==> src/rtl/plt_pkg.sv <==
// Package for the positional list table: sizes, command codes and the
// control struct that the top level broadcasts to the row of entry cells.
// No dependencies.
package plt_pkg;

    localparam int CAPACITY = 16;
    localparam int DATA_W   = 32;
    localparam int POS_W    = 5;
    localparam int IDX_W    = (CAPACITY > 1) ? $clog2(CAPACITY) : 1;
    localparam int CNT_W    = $clog2(CAPACITY + 1);
    // compare width: holds any position, any count and count + 1
    localparam int CMP_W    = ((POS_W > CNT_W) ? POS_W : CNT_W) + 1;

    typedef enum logic [1:0] {
        MODE_READ   = 2'd0,
        MODE_FIND   = 2'd1,
        MODE_INSERT = 2'd2,
        MODE_DELETE = 2'd3
    } t_mode;

    typedef struct packed {
        logic                     ins;
        logic                     del;
        logic [POS_W-1:0]         pos;
        logic signed [DATA_W-1:0] value;
    } t_cell_ctl;

endpackage

==> src/rtl/plt_if.sv <==
// Channel interfaces of the positional list table: command and response,
// each valid/ready with its payload. Depends on plt_pkg.
interface plt_cmd_if;
    logic                                valid;
    logic                                ready;
    logic [1:0]                          mode;
    logic [plt_pkg::POS_W-1:0]           position;
    logic signed [plt_pkg::DATA_W-1:0]   value;

    modport source (output valid, output mode, output position, output value, input ready);
    modport sink   (input valid, input mode, input position, input value, output ready);
endinterface

interface plt_rsp_if;
    logic                                valid;
    logic                                ready;
    logic                                ok;
    logic signed [plt_pkg::DATA_W-1:0]   read_value;
    logic [plt_pkg::POS_W-1:0]           found_position;
    logic [plt_pkg::POS_W-1:0]           length;

    modport source (output valid, output ok, output read_value, output found_position,
                    output length, input ready);
    modport sink   (input valid, input ok, input read_value, input found_position,
                    input length, output ready);
endinterface

==> src/rtl/positional_list_table.sv <==
// Top level of the positional list table: command decode, count register,
// row of plt_cell entries, read mux, first-match search, response register.
// Depends on plt_pkg, plt_if (plt_cmd_if, plt_rsp_if) and plt_cell.
//
// Usage:
//   i_cmd carries one command item (mode, position, value); o_rsp returns
//   exactly one response item (ok, read_value, found_position, length) per
//   command, in order. Both channels move an item when valid and ready are
//   high at a rising edge of i_clk.
//   The response is registered and valid the cycle after the command is taken.
//   Throughput: one command per cycle unless the response receiver stalls.
//   Every cell shifts or compares in the same cycle; the cycle is set by the
//   16-way read mux and the first-match priority search over the cell row.
//   i_cmd.ready is high while the response register is empty or being taken,
//   so a stalled receiver holds the response and blocks new commands.
//   Reset (i_rst_n low, synchronous) empties the list and the response
//   register; entry words are not cleared, positions above length are never
//   read.
module positional_list_table (
    input  logic        i_clk,
    input  logic        i_rst_n,
    plt_cmd_if.sink     i_cmd,
    plt_rsp_if.source   o_rsp
);

    localparam int CAP = plt_pkg::CAPACITY;

    logic [plt_pkg::CNT_W-1:0]          r_count;
    logic [plt_pkg::CNT_W-1:0]          n_count;
    logic                               r_valid;
    logic                               r_ok;
    logic signed [plt_pkg::DATA_W-1:0]  r_read_value;
    logic [plt_pkg::POS_W-1:0]          r_found_position;
    logic [plt_pkg::POS_W-1:0]          r_length;

    logic                               cmd_fire;
    plt_pkg::t_mode                     mode;
    logic [plt_pkg::CMP_W-1:0]          pos_x;
    logic [plt_pkg::CMP_W-1:0]          cnt_x;
    logic                               in_range;
    logic                               ins_ok;
    logic [plt_pkg::IDX_W-1:0]          rd_idx;
    logic                               hit;
    logic [plt_pkg::IDX_W-1:0]          hit_idx;
    logic                               res_ok;
    logic signed [plt_pkg::DATA_W-1:0]  res_read;
    logic [plt_pkg::POS_W-1:0]          res_found;
    plt_pkg::t_cell_ctl                 cell_ctl;

    logic signed [plt_pkg::DATA_W-1:0]  w_entry [CAP];
    logic [CAP-1:0]                     w_match;

    assign i_cmd.ready = !r_valid || o_rsp.ready;
    assign cmd_fire    = i_cmd.valid && i_cmd.ready;
    assign mode        = plt_pkg::t_mode'(i_cmd.mode);

    assign pos_x    = plt_pkg::CMP_W'(i_cmd.position);
    assign cnt_x    = plt_pkg::CMP_W'(r_count);
    assign in_range = (i_cmd.position != '0) && (pos_x <= cnt_x);
    assign ins_ok   = (i_cmd.position != '0) && (pos_x <= cnt_x + plt_pkg::CMP_W'(1))
                      && (cnt_x < plt_pkg::CMP_W'(CAP));
    assign rd_idx   = plt_pkg::IDX_W'(pos_x - plt_pkg::CMP_W'(1));

    assign cell_ctl.ins   = cmd_fire && (mode == plt_pkg::MODE_INSERT) && ins_ok;
    assign cell_ctl.del   = cmd_fire && (mode == plt_pkg::MODE_DELETE) && in_range;
    assign cell_ctl.pos   = i_cmd.position;
    assign cell_ctl.value = i_cmd.value;

    // row of cells; each takes its left or right neighbor on a shift
    for (genvar g = 0; g < CAP; g++) begin : g_cell
        logic signed [plt_pkg::DATA_W-1:0] prev_w;
        logic signed [plt_pkg::DATA_W-1:0] next_w;
        if (g == 0) begin : g_first
            assign prev_w = '0;
        end else begin : g_mid
            assign prev_w = w_entry[g-1];
        end
        if (g == CAP - 1) begin : g_last
            assign next_w = w_entry[g];
        end else begin : g_inner
            assign next_w = w_entry[g+1];
        end
        plt_cell u_cell (
            .i_clk   (i_clk),
            .i_ctl   (cell_ctl),
            .i_index (plt_pkg::IDX_W'(g)),
            .i_prev  (prev_w),
            .i_next  (next_w),
            .o_entry (w_entry[g]),
            .o_match (w_match[g])
        );
    end

    // lowest occupied matching cell wins
    always_comb begin
        hit     = 1'b0;
        hit_idx = '0;
        for (int i = CAP - 1; i >= 0; i--) begin
            if (w_match[i] && (plt_pkg::CNT_W'(i) < r_count)) begin
                hit     = 1'b1;
                hit_idx = plt_pkg::IDX_W'(i);
            end
        end
    end

    always_comb begin
        n_count   = r_count;
        res_ok    = 1'b0;
        res_read  = '0;
        res_found = '0;
        unique case (mode)
            plt_pkg::MODE_READ: begin
                if (in_range) begin
                    res_ok   = 1'b1;
                    res_read = w_entry[rd_idx];
                end
            end
            plt_pkg::MODE_FIND: begin
                if (hit) begin
                    res_ok    = 1'b1;
                    res_found = plt_pkg::POS_W'(plt_pkg::CMP_W'(hit_idx) + plt_pkg::CMP_W'(1));
                end
            end
            plt_pkg::MODE_INSERT: begin
                if (ins_ok) begin
                    res_ok  = 1'b1;
                    n_count = r_count + plt_pkg::CNT_W'(1);
                end
            end
            plt_pkg::MODE_DELETE: begin
                if (in_range) begin
                    res_ok  = 1'b1;
                    n_count = r_count - plt_pkg::CNT_W'(1);
                end
            end
            default: begin
                res_ok = 1'b0;
            end
        endcase
    end

    always_ff @(posedge i_clk) begin
        if (!i_rst_n) begin
            r_count <= '0;
            r_valid <= 1'b0;
        end else begin
            if (cmd_fire) begin
                r_count <= n_count;
                r_valid <= 1'b1;
            end else if (o_rsp.ready) begin
                r_valid <= 1'b0;
            end
        end
    end

    always_ff @(posedge i_clk) begin
        if (cmd_fire) begin
            r_ok             <= res_ok;
            r_read_value     <= res_read;
            r_found_position <= res_found;
            r_length         <= plt_pkg::POS_W'(n_count);
        end
    end

    assign o_rsp.valid          = r_valid;
    assign o_rsp.ok             = r_ok;
    assign o_rsp.read_value     = r_read_value;
    assign o_rsp.found_position = r_found_position;
    assign o_rsp.length         = r_length;

    a_count_bound: assert property (@(posedge i_clk) disable iff (!i_rst_n)
        plt_pkg::CMP_W'(r_count) <= plt_pkg::CMP_W'(CAP))
        else $error("list count above capacity");

    a_insert_grows: assert property (@(posedge i_clk) disable iff (!i_rst_n)
        cell_ctl.ins |=> (r_count == $past(r_count) + plt_pkg::CNT_W'(1)))
        else $error("accepted insert did not grow the list");

    a_fail_zero: assert property (@(posedge i_clk) disable iff (!i_rst_n)
        (r_valid && !r_ok) |-> (r_read_value == '0 && r_found_position == '0))
        else $error("refused command reports nonzero data");

    a_length_tracks: assert property (@(posedge i_clk) disable iff (!i_rst_n)
        cmd_fire |=> (r_length == plt_pkg::POS_W'(r_count)))
        else $error("reported length differs from count");

endmodule

==> src/rtl/plt_cell.sv <==
// One entry cell of the list: holds a word, shifts toward either neighbor
// on insert/delete, and flags a match against the search word.
// Depends on plt_pkg.
module plt_cell (
    input  logic                               i_clk,
    input  plt_pkg::t_cell_ctl                 i_ctl,
    input  logic [plt_pkg::IDX_W-1:0]          i_index,
    input  logic signed [plt_pkg::DATA_W-1:0]  i_prev,
    input  logic signed [plt_pkg::DATA_W-1:0]  i_next,
    output logic signed [plt_pkg::DATA_W-1:0]  o_entry,
    output logic                               o_match
);

    logic signed [plt_pkg::DATA_W-1:0] r_entry;
    logic signed [plt_pkg::DATA_W-1:0] n_entry;
    logic [plt_pkg::CMP_W-1:0]         cell_pos;
    logic [plt_pkg::CMP_W-1:0]         cmd_pos;

    // 1-based position of this cell
    assign cell_pos = plt_pkg::CMP_W'(i_index) + plt_pkg::CMP_W'(1);
    assign cmd_pos  = plt_pkg::CMP_W'(i_ctl.pos);

    // insert and delete never fire together; with neither the word holds
    always_comb begin
        n_entry = r_entry;
        if (i_ctl.ins) begin
            if (cell_pos == cmd_pos) begin
                n_entry = i_ctl.value;
            end else if (cell_pos > cmd_pos) begin
                n_entry = i_prev;
            end
        end else if (i_ctl.del) begin
            if (cell_pos >= cmd_pos) begin
                n_entry = i_next;
            end
        end
    end

    always_ff @(posedge i_clk) begin
        r_entry <= n_entry;
    end

    assign o_entry = r_entry;
    assign o_match = (r_entry == i_ctl.value);

endmodule

==> src/flat_wrapper.sv <==
// flat-port wrapper written by rule: the top's interface ports become plain ports
module positional_list_table_flat 
  (i_clk, i_rst_n, i_cmd_valid, i_cmd_mode, i_cmd_position, i_cmd_value, i_cmd_ready, o_rsp_valid, o_rsp_ok, o_rsp_read_value, o_rsp_found_position, o_rsp_length, o_rsp_ready);
  plt_cmd_if i_cmd_i ();
  plt_rsp_if o_rsp_i ();
  input  logic i_clk;
  input  logic i_rst_n;
  input wire logic [$bits(i_cmd_i.valid)-1:0] i_cmd_valid;
  input wire logic [$bits(i_cmd_i.mode)-1:0] i_cmd_mode;
  input wire logic [$bits(i_cmd_i.position)-1:0] i_cmd_position;
  input wire logic [$bits(i_cmd_i.value)-1:0] i_cmd_value;
  output wire logic [$bits(i_cmd_i.ready)-1:0] i_cmd_ready;
  output wire logic [$bits(o_rsp_i.valid)-1:0] o_rsp_valid;
  output wire logic [$bits(o_rsp_i.ok)-1:0] o_rsp_ok;
  output wire logic [$bits(o_rsp_i.read_value)-1:0] o_rsp_read_value;
  output wire logic [$bits(o_rsp_i.found_position)-1:0] o_rsp_found_position;
  output wire logic [$bits(o_rsp_i.length)-1:0] o_rsp_length;
  input wire logic [$bits(o_rsp_i.ready)-1:0] o_rsp_ready;
  assign i_cmd_i.valid = i_cmd_valid;
  assign i_cmd_i.mode = i_cmd_mode;
  assign i_cmd_i.position = i_cmd_position;
  assign i_cmd_i.value = i_cmd_value;
  assign i_cmd_ready = i_cmd_i.ready;
  assign o_rsp_valid = o_rsp_i.valid;
  assign o_rsp_ok = o_rsp_i.ok;
  assign o_rsp_read_value = o_rsp_i.read_value;
  assign o_rsp_found_position = o_rsp_i.found_position;
  assign o_rsp_length = o_rsp_i.length;
  assign o_rsp_i.ready = o_rsp_ready;
  positional_list_table u_core (.i_clk(i_clk), .i_rst_n(i_rst_n), .i_cmd(i_cmd_i), .o_rsp(o_rsp_i));
endmodule
==> config.mk <==
export PLATFORM = sky130hd
export DESIGN_NAME = positional_list_table_flat
export DESIGN_NICKNAME = d
export VERILOG_FILES = /design/src/rtl/plt_pkg.sv /design/src/rtl/plt_if.sv /design/src/rtl/positional_list_table.sv /design/src/rtl/plt_cell.sv /design/src/flat_wrapper.sv
export SDC_FILE = /design/constraint.sdc
export NUM_CORES = 2
export LEC_CHECK = 0
export ABC_CLOCK_PERIOD_IN_PS = 7200
export BUFFER_PORTS_ARGS = -buffer_cell sky130_fd_sc_hd__buf_2
export CAP_MARGIN = 10
export CORE_AREA = 2 2 336 338
export DETAILED_ROUTE_END_ITERATION = 8
export DIE_AREA = 0 0 338 340
export PLACE_DENSITY = 0.55
export SYNTH_ARGS = -nofsm -noshare
export SYNTH_HDL_FRONTEND = slang
export SYNTH_SLANG_ARGS = --single-unit
==> constraint.sdc <==
create_clock -name i_clk -period 7.2 [get_ports i_clk]
set_clock_uncertainty 0.05 [all_clocks]
set_input_delay 0.36 -clock i_clk [delete_from_list [all_inputs] [get_ports i_clk]]
set_output_delay 0.36 -clock i_clk [all_outputs]
set_load 0.05 [all_outputs]
Word level (Yosys, flattened, before mapping)
Cells that the tools add are included.
Storage, ports and cells
  register bits: 561
  logic and storage cells: 315
  output and inout port bits: 45
Cells by class
  reduce and logical (&&, ||, !) cells: 65
  bitwise logic cells: 1
  order comparisons: 51
  equal/unequal tests: 50
  $add $sub $neg: 5
  muxes and demuxes: 121
Operators with widths (count)
  $mux W32: 79
  $eq A32 B32 Y1: 16
  $bmux W32 S4: 1
  $mux W4: 16
  $ne A3 B3 Y1 const B: 15
  $reduce_and A3 Y1: 15
  $eq A4 B5 Y1 const A: 8
  $ge A4 B5 Y1 const A: 8
  $gt A4 B5 Y1 const A: 8
  $lt A4 B5 Y1 const A: 8
  $reduce_bool A2 Y1: 18
  $logic_and A1 B1 Y1: 24
  $mux W1: 21
  $eq A3 B5 Y1 const A: 4
  $ge A3 B5 Y1 const A: 4
  $gt A3 B5 Y1 const A: 4
  $lt A3 B5 Y1 const A: 4
  $eq A2 B5 Y1 const A: 2
  $ge A2 B5 Y1 const A: 2
  $gt A2 B5 Y1 const A: 2
  $lt A1 B5 Y1 const A: 2
  $lt A2 B5 Y1 const A: 2
  $mux W5: 2
  $pmux W5 S2: 1
  other kinds (24): 27

Logic depth before layout (Yosys ltp)
  word-level depth: 20
  depth in mapped cells: 18
  depth with buffers taken out: 15

By module
Synthesis repeated with hierarchy kept, for this count alone.
Unflattened totals
  cells, all modules: 3842
  area total of the unflattened synthesis: 41860.1 µm²
By module, submodules not included
  plt_cell: seq. area each 960.9 µm², area an instance 2182.1 µm², times used 16, cells an instance 204
  positional_list_table: seq. area each 1411.4 µm², area an instance 6946.7 µm², times used 1, cells an instance 578

Worst setup path before layout
Ideal clock, no wire load.
  path type: register to register
  start point: register u_core.r_count[0] (netlist name)
  end point: register u_core.g_cell[0].u_cell.r_entry, in the netlist u_core.g_cell[0].u_cell.o_entry[0], enable pin
  slack: 0.668 ns
  library setup time: 0.501 ns
  path buffers: 2
  data arrival time: 5.980 ns
  required time: 6.649 ns
  stages on the path, launching flop included: 17
  path through: dfxtp_1 -> clkbuf_1 -> inv_1 -> ha_1 -> inv_1 -> ha_1 -> nor2b_1 -> o21a_1 -> o21a_1 -> o21ai_1 -> nand2b_1 -> a211oi_2 -> inv_1 -> o21ai_1 -> nand2_1 -> buf_2 -> nor4_1
Between the ends
  longest elaborated chain between the ends: 7
Ends and longest elaborated chain
  from (decl): line positional_list_table.sv:28  | logic [plt_pkg::CNT_W-1:0] r_count;
  from (signal assigned): line positional_list_table.sv:148  | r_count <= n_count;
  $add A5 B1 Y6: line positional_list_table.sv:60  | assign ins_ok = (i_cmd.position != '0) && (pos_x <= cnt_x + plt_pkg::CMP_W'(1))
  $le A5 B6 Y1: line positional_list_table.sv:60
  $logic_and A1 B1 Y1: line positional_list_table.sv:60
  $logic_and A1 B1 Y1: line positional_list_table.sv:61  | && (cnt_x < plt_pkg::CMP_W'(CAP));
  $logic_and A1 B1 Y1: line positional_list_table.sv:64  | assign cell_ctl.ins = cmd_fire && (mode == plt_pkg::MODE_INSERT) && ins_ok;
  $ne A3 B3 Y1 (no line) or $reduce_bool A2 Y1 (tied branches)
  $reduce_and A3 Y1 (no line) *
  to (signal assigned): line plt_cell.sv:40  | r_entry <= n_entry;
  to (decl): line plt_cell.sv:14  | logic signed [plt_pkg::DATA_W-1:0] r_entry;
Mark *: on every way between the ends. The rest lies on a longest branch, timed or not.
A chain may end at the register's enable or synchronous reset.

Worst setup path after layout
  start point: register u_core.r_count[0] (netlist name)
  end point: register u_core.g_cell[12].u_cell.r_entry, in the netlist u_core.g_cell[12].u_cell.o_entry[16], enable pin
Between the ends
  longest elaborated chain between the ends: 7
Ends and longest elaborated chain (line)
  $add A5 B1 Y6: positional_list_table.sv:60
  $le A5 B6 Y1: positional_list_table.sv:60
  $logic_and A1 B1 Y1: positional_list_table.sv:60
  $logic_and A1 B1 Y1: positional_list_table.sv:61
  $logic_and A1 B1 Y1: positional_list_table.sv:64
  $ne A3 B3 Y1 (no line) or $reduce_bool A2 Y1 (tied branches)
  $reduce_and A3 Y1 (no line) *
  to (signal assigned): plt_cell.sv:40
  to (decl): plt_cell.sv:14
Marks and branches as above.

==> results.ini <==
[detailed_routing]
drc = 0
num_vias = 28268
drt_iter0_markers = 3412
drt_first_pass_iters = 8
postRouteAntennaNets = 0
avgRoutedWirePerCell_um = 28.1
viasPerCell = 5.64
wl_um = 141000

[synth]
synth_top_area_share = 0.431
netlist_instances = 3560
ys_seq_area_frac = 0.434
synth_top_area_cell = edfxtp_1
ys.flop_type = edfxtp_1
synth_fp_nets = 3626
synthTopCellsByArea = edfxtp_1 43%, mux2i_1 12%, mux4_2 7.5%, xor2_1 5.9%, xnor2_1 5.8%
ys_ff_latch = 561
ys_warn_count = 0
ys_types = 59
async_reset_ff_frac = 0
synth_common_cells = 555 x edfxtp_1, 539 x nand2_1, 481 x mux2i_1
synth_area_um2 = 38700
avgSynthCellArea_um2 = 10.9
synth_edf_count = 555
yosysMostFrequentCell = edfxtp_1

[final_layout]
n_antenna_cell = 0
layout-drive-gt1-share = 0.135
fin_nets = 3517
final.fill_count = 11002
area_growth_pct = 9.80

[setup_path]
path_cells = inv_1 -> ha_1 -> inv_1 -> ha_1 -> nor2b_1 -> o21a_1 -> o21a_1 -> o21ai_1 -> nand2b_1 -> a211oi_2 -> inv_1 -> o21ai_1 -> nand2_1 -> a31oi_4 -> buf_4
cp_top_family = compound AO/OA/AOI/OAI gates
path_class = reg -> reg
crit_arrival_ns = 5.85
slowest_stage = a31oi_4
rr_worst_depth = 15
cp_num_buf_inv = 4
slowest_delay_ns = 1.19
cp.depth = 15
startpoint_type = flip-flop
critical_path_required_ns = 7.49
critPathMaxFanout = 31
cp-end-kind = flip-flop
crit_path_frequent_cell = inv_1

[clock_network]
cts_hold_buf = 3
insertion_delay_ns = 0.66
cts_max_path_buffers = 3
clk_pin_slew_ns = 0.06
cts_buffers = 70
cts-htree-levels = 3
post_cts_buffers = 0
ctsResizeCount = 0
cts_root_buffer = clkbuf_16
cts_tree = yes
cts_num_sinks = 561

[outcome]
status = finished, final reports clean

[pwr]
p_total_mw = 8.42
power_density_nw_per_um2 = 198
power_frac_clock = 0.428
power.leakage_nw = 15.0
p_sw_mw = 2.32
comb_power_share = 0.135
seq_power_share = 0.437
p_int_mw = 6.09
irDropWorstVdd_mv = 0.156
sw_frac_of_total = 0.276

[sta]
min_period_ns = 5.57
max-slew-margin-rel = 0.229
rsz0062_at_grt = false
whs_ns = 0.220
slew_violations = 0
tightest_slew_ns = 1.16
fmax_mhz = 180
setup_viol = 0
finalHoldViolCount = 0
fin_ws_ns = 1.63
finalSetupTns_ns = 0
final_min_period_over_clock_period = 0.774

[grt]
met3_usage = 0.0304
grt_overflow = 0
grt_pass1_vias = 26693
antenna_found_initial = 4
grt_max_degree = 225
busiest_layer = met2
grt_pass1_wl_um = 200000
met1_usage = 0.339
grt_use_met2 = 0.362
grt.total_usage = 0.240

[place]
pre_cts_ws_ns = 1.66
port_buffers = 87
hpwl_um = 103000
place_congestion = 1.01

[run]
cap_violations = 0

[hold_path]
holdPathStages = 4
worstHoldPathType = in -> reg

[floorplanning]
die_w_um = 338
start_util = 0.347
die_y_um = 340
io-pin-count = 88
die_area_um2 = 115000
core_um2 = 112000
std_cell_rows = 123

==> stage by stage <==
stage / utilization / std cells / area (µm²)
after floorplan: - / 3560 / 38700
after global placement: 0.360 / 4876 / 40200
after detailed placement: 0.360 / 4876 / 40200
after CTS: 0.381 / 5008 / 42500
after global routing: 0.381 / 5008 / 42500
final: 0.381 / 5008 / 42500
==> power groups by stage <==
stage / combinational (mW) / clock [mW] / sequential (mW)
final: 1.13 / 3.60 / 3.68
after floorplan: 0.692 / 0 / 3.79
after CTS: 1.11 / 3.65 / 3.68
after detailed placement: 1.11 / 0 / 3.75
after global routing: 1.18 / 3.77 / 3.69
after global placement: 1.10 / 0 / 3.75
==> worst reg2reg max path, cell delays in order, from the launching register on <==
cell      delay, ns
dfxtp_1        0.57
inv_1          0.16
ha_1           0.37
inv_1          0.07
ha_1           0.27
nor2b_1        0.13
o21a_1         0.16
o21a_1         0.16
o21ai_1        0.12
nand2b_1       0.10
a211oi_2       0.52
inv_1          0.16
o21ai_1        0.26
nand2_1        0.69
a31oi_4        1.19
buf_4          0.30
==> path summary, 6_finish.rpt <==
check,to,start,slack (ns)
min,u_core.o_rsp.ok$_DFFE_PP_,i_cmd_mode[0],0.22
min reg2reg,u_core.g_cell[14].u_cell.o_entry[29]$_DFFE_PP_,u_core.g_cell[15].u_cell.o_entry[29]$_DFFE_PP_,0.57
max,u_core.g_cell[12].u_cell.o_entry[16]$_DFFE_PP_,u_core.r_count[0]$_SDFFE_PN0P_,1.63
max reg2reg,u_core.g_cell[12].u_cell.o_entry[16]$_DFFE_PP_,u_core.r_count[0]$_SDFFE_PN0P_,1.63
==> kinds of logic after synthesis <==
kind of cell / share of synthesized area
AOI/OAI and AO/OA: 0.0886
xor gates and xnor gates: 0.117
muxes: 0.208
and+or+nand+nor: 0.0975
adders and majority gates: 0.00744
buffers and inverters: 0.0466
DFF: 0.434
==> registers in the layout, summed over array words and instances (netlist names) <==
| name | cells |
|---|---|
| u_core.g_cell.u_cell.o_entry | 512 |
| u_core.o_rsp.found_position | 5 |
| u_core.o_rsp.length | 5 |
| u_core.o_rsp.ok | 1 |
| u_core.o_rsp.read_value | 32 |
| u_core.o_rsp.valid | 1 |
| u_core.r_count | 5 |
==> layout make-up <==
type                    instances  area (µm²)  share of cell area
clock buffers                  91        1880              0.0444
clock inverters                38         370             0.00872
inverters                      20        75.1             0.00177
multi-input cells            2630       20300               0.479
flip-flops and latches        561       16800               0.395
well taps                    1500        1880              0.0442
repair buffers                168        1140              0.0268
==> layer usage <==
metal | part of all wire | vias to the layer above
li1 | - | 12782
met1 | 0.44 | 14083
met2 | 0.45 | 1181
met3 | 0.065 | 222
met4 | 0.052 | 0
met5 | 0 | -
==> cell usage in the layout, fill, tap and decap left out, types with 24 or more instances in the layout <==
| master | count |
|---|---|
| a211oi_1 | 66 |
| o21ai_1 | 93 |
| edfxtp_1 | 555 |
| xnor2_1 | 255 |
| nand2_1 | 539 |
| xor2_1 | 261 |
| nor2_1 | 24 |
| buf_2 | 86 |
| mux4_2 | 128 |
| nor4_1 | 68 |
| buf_4 | 72 |
| nor2b_1 | 38 |
| mux2i_1 | 481 |
| mux2_2 | 32 |
| clkbuf_16 | 72 |
| o21ai_0 | 406 |
| nand4_1 | 78 |
Note: power is estimated with default switching activity, not from simulation.
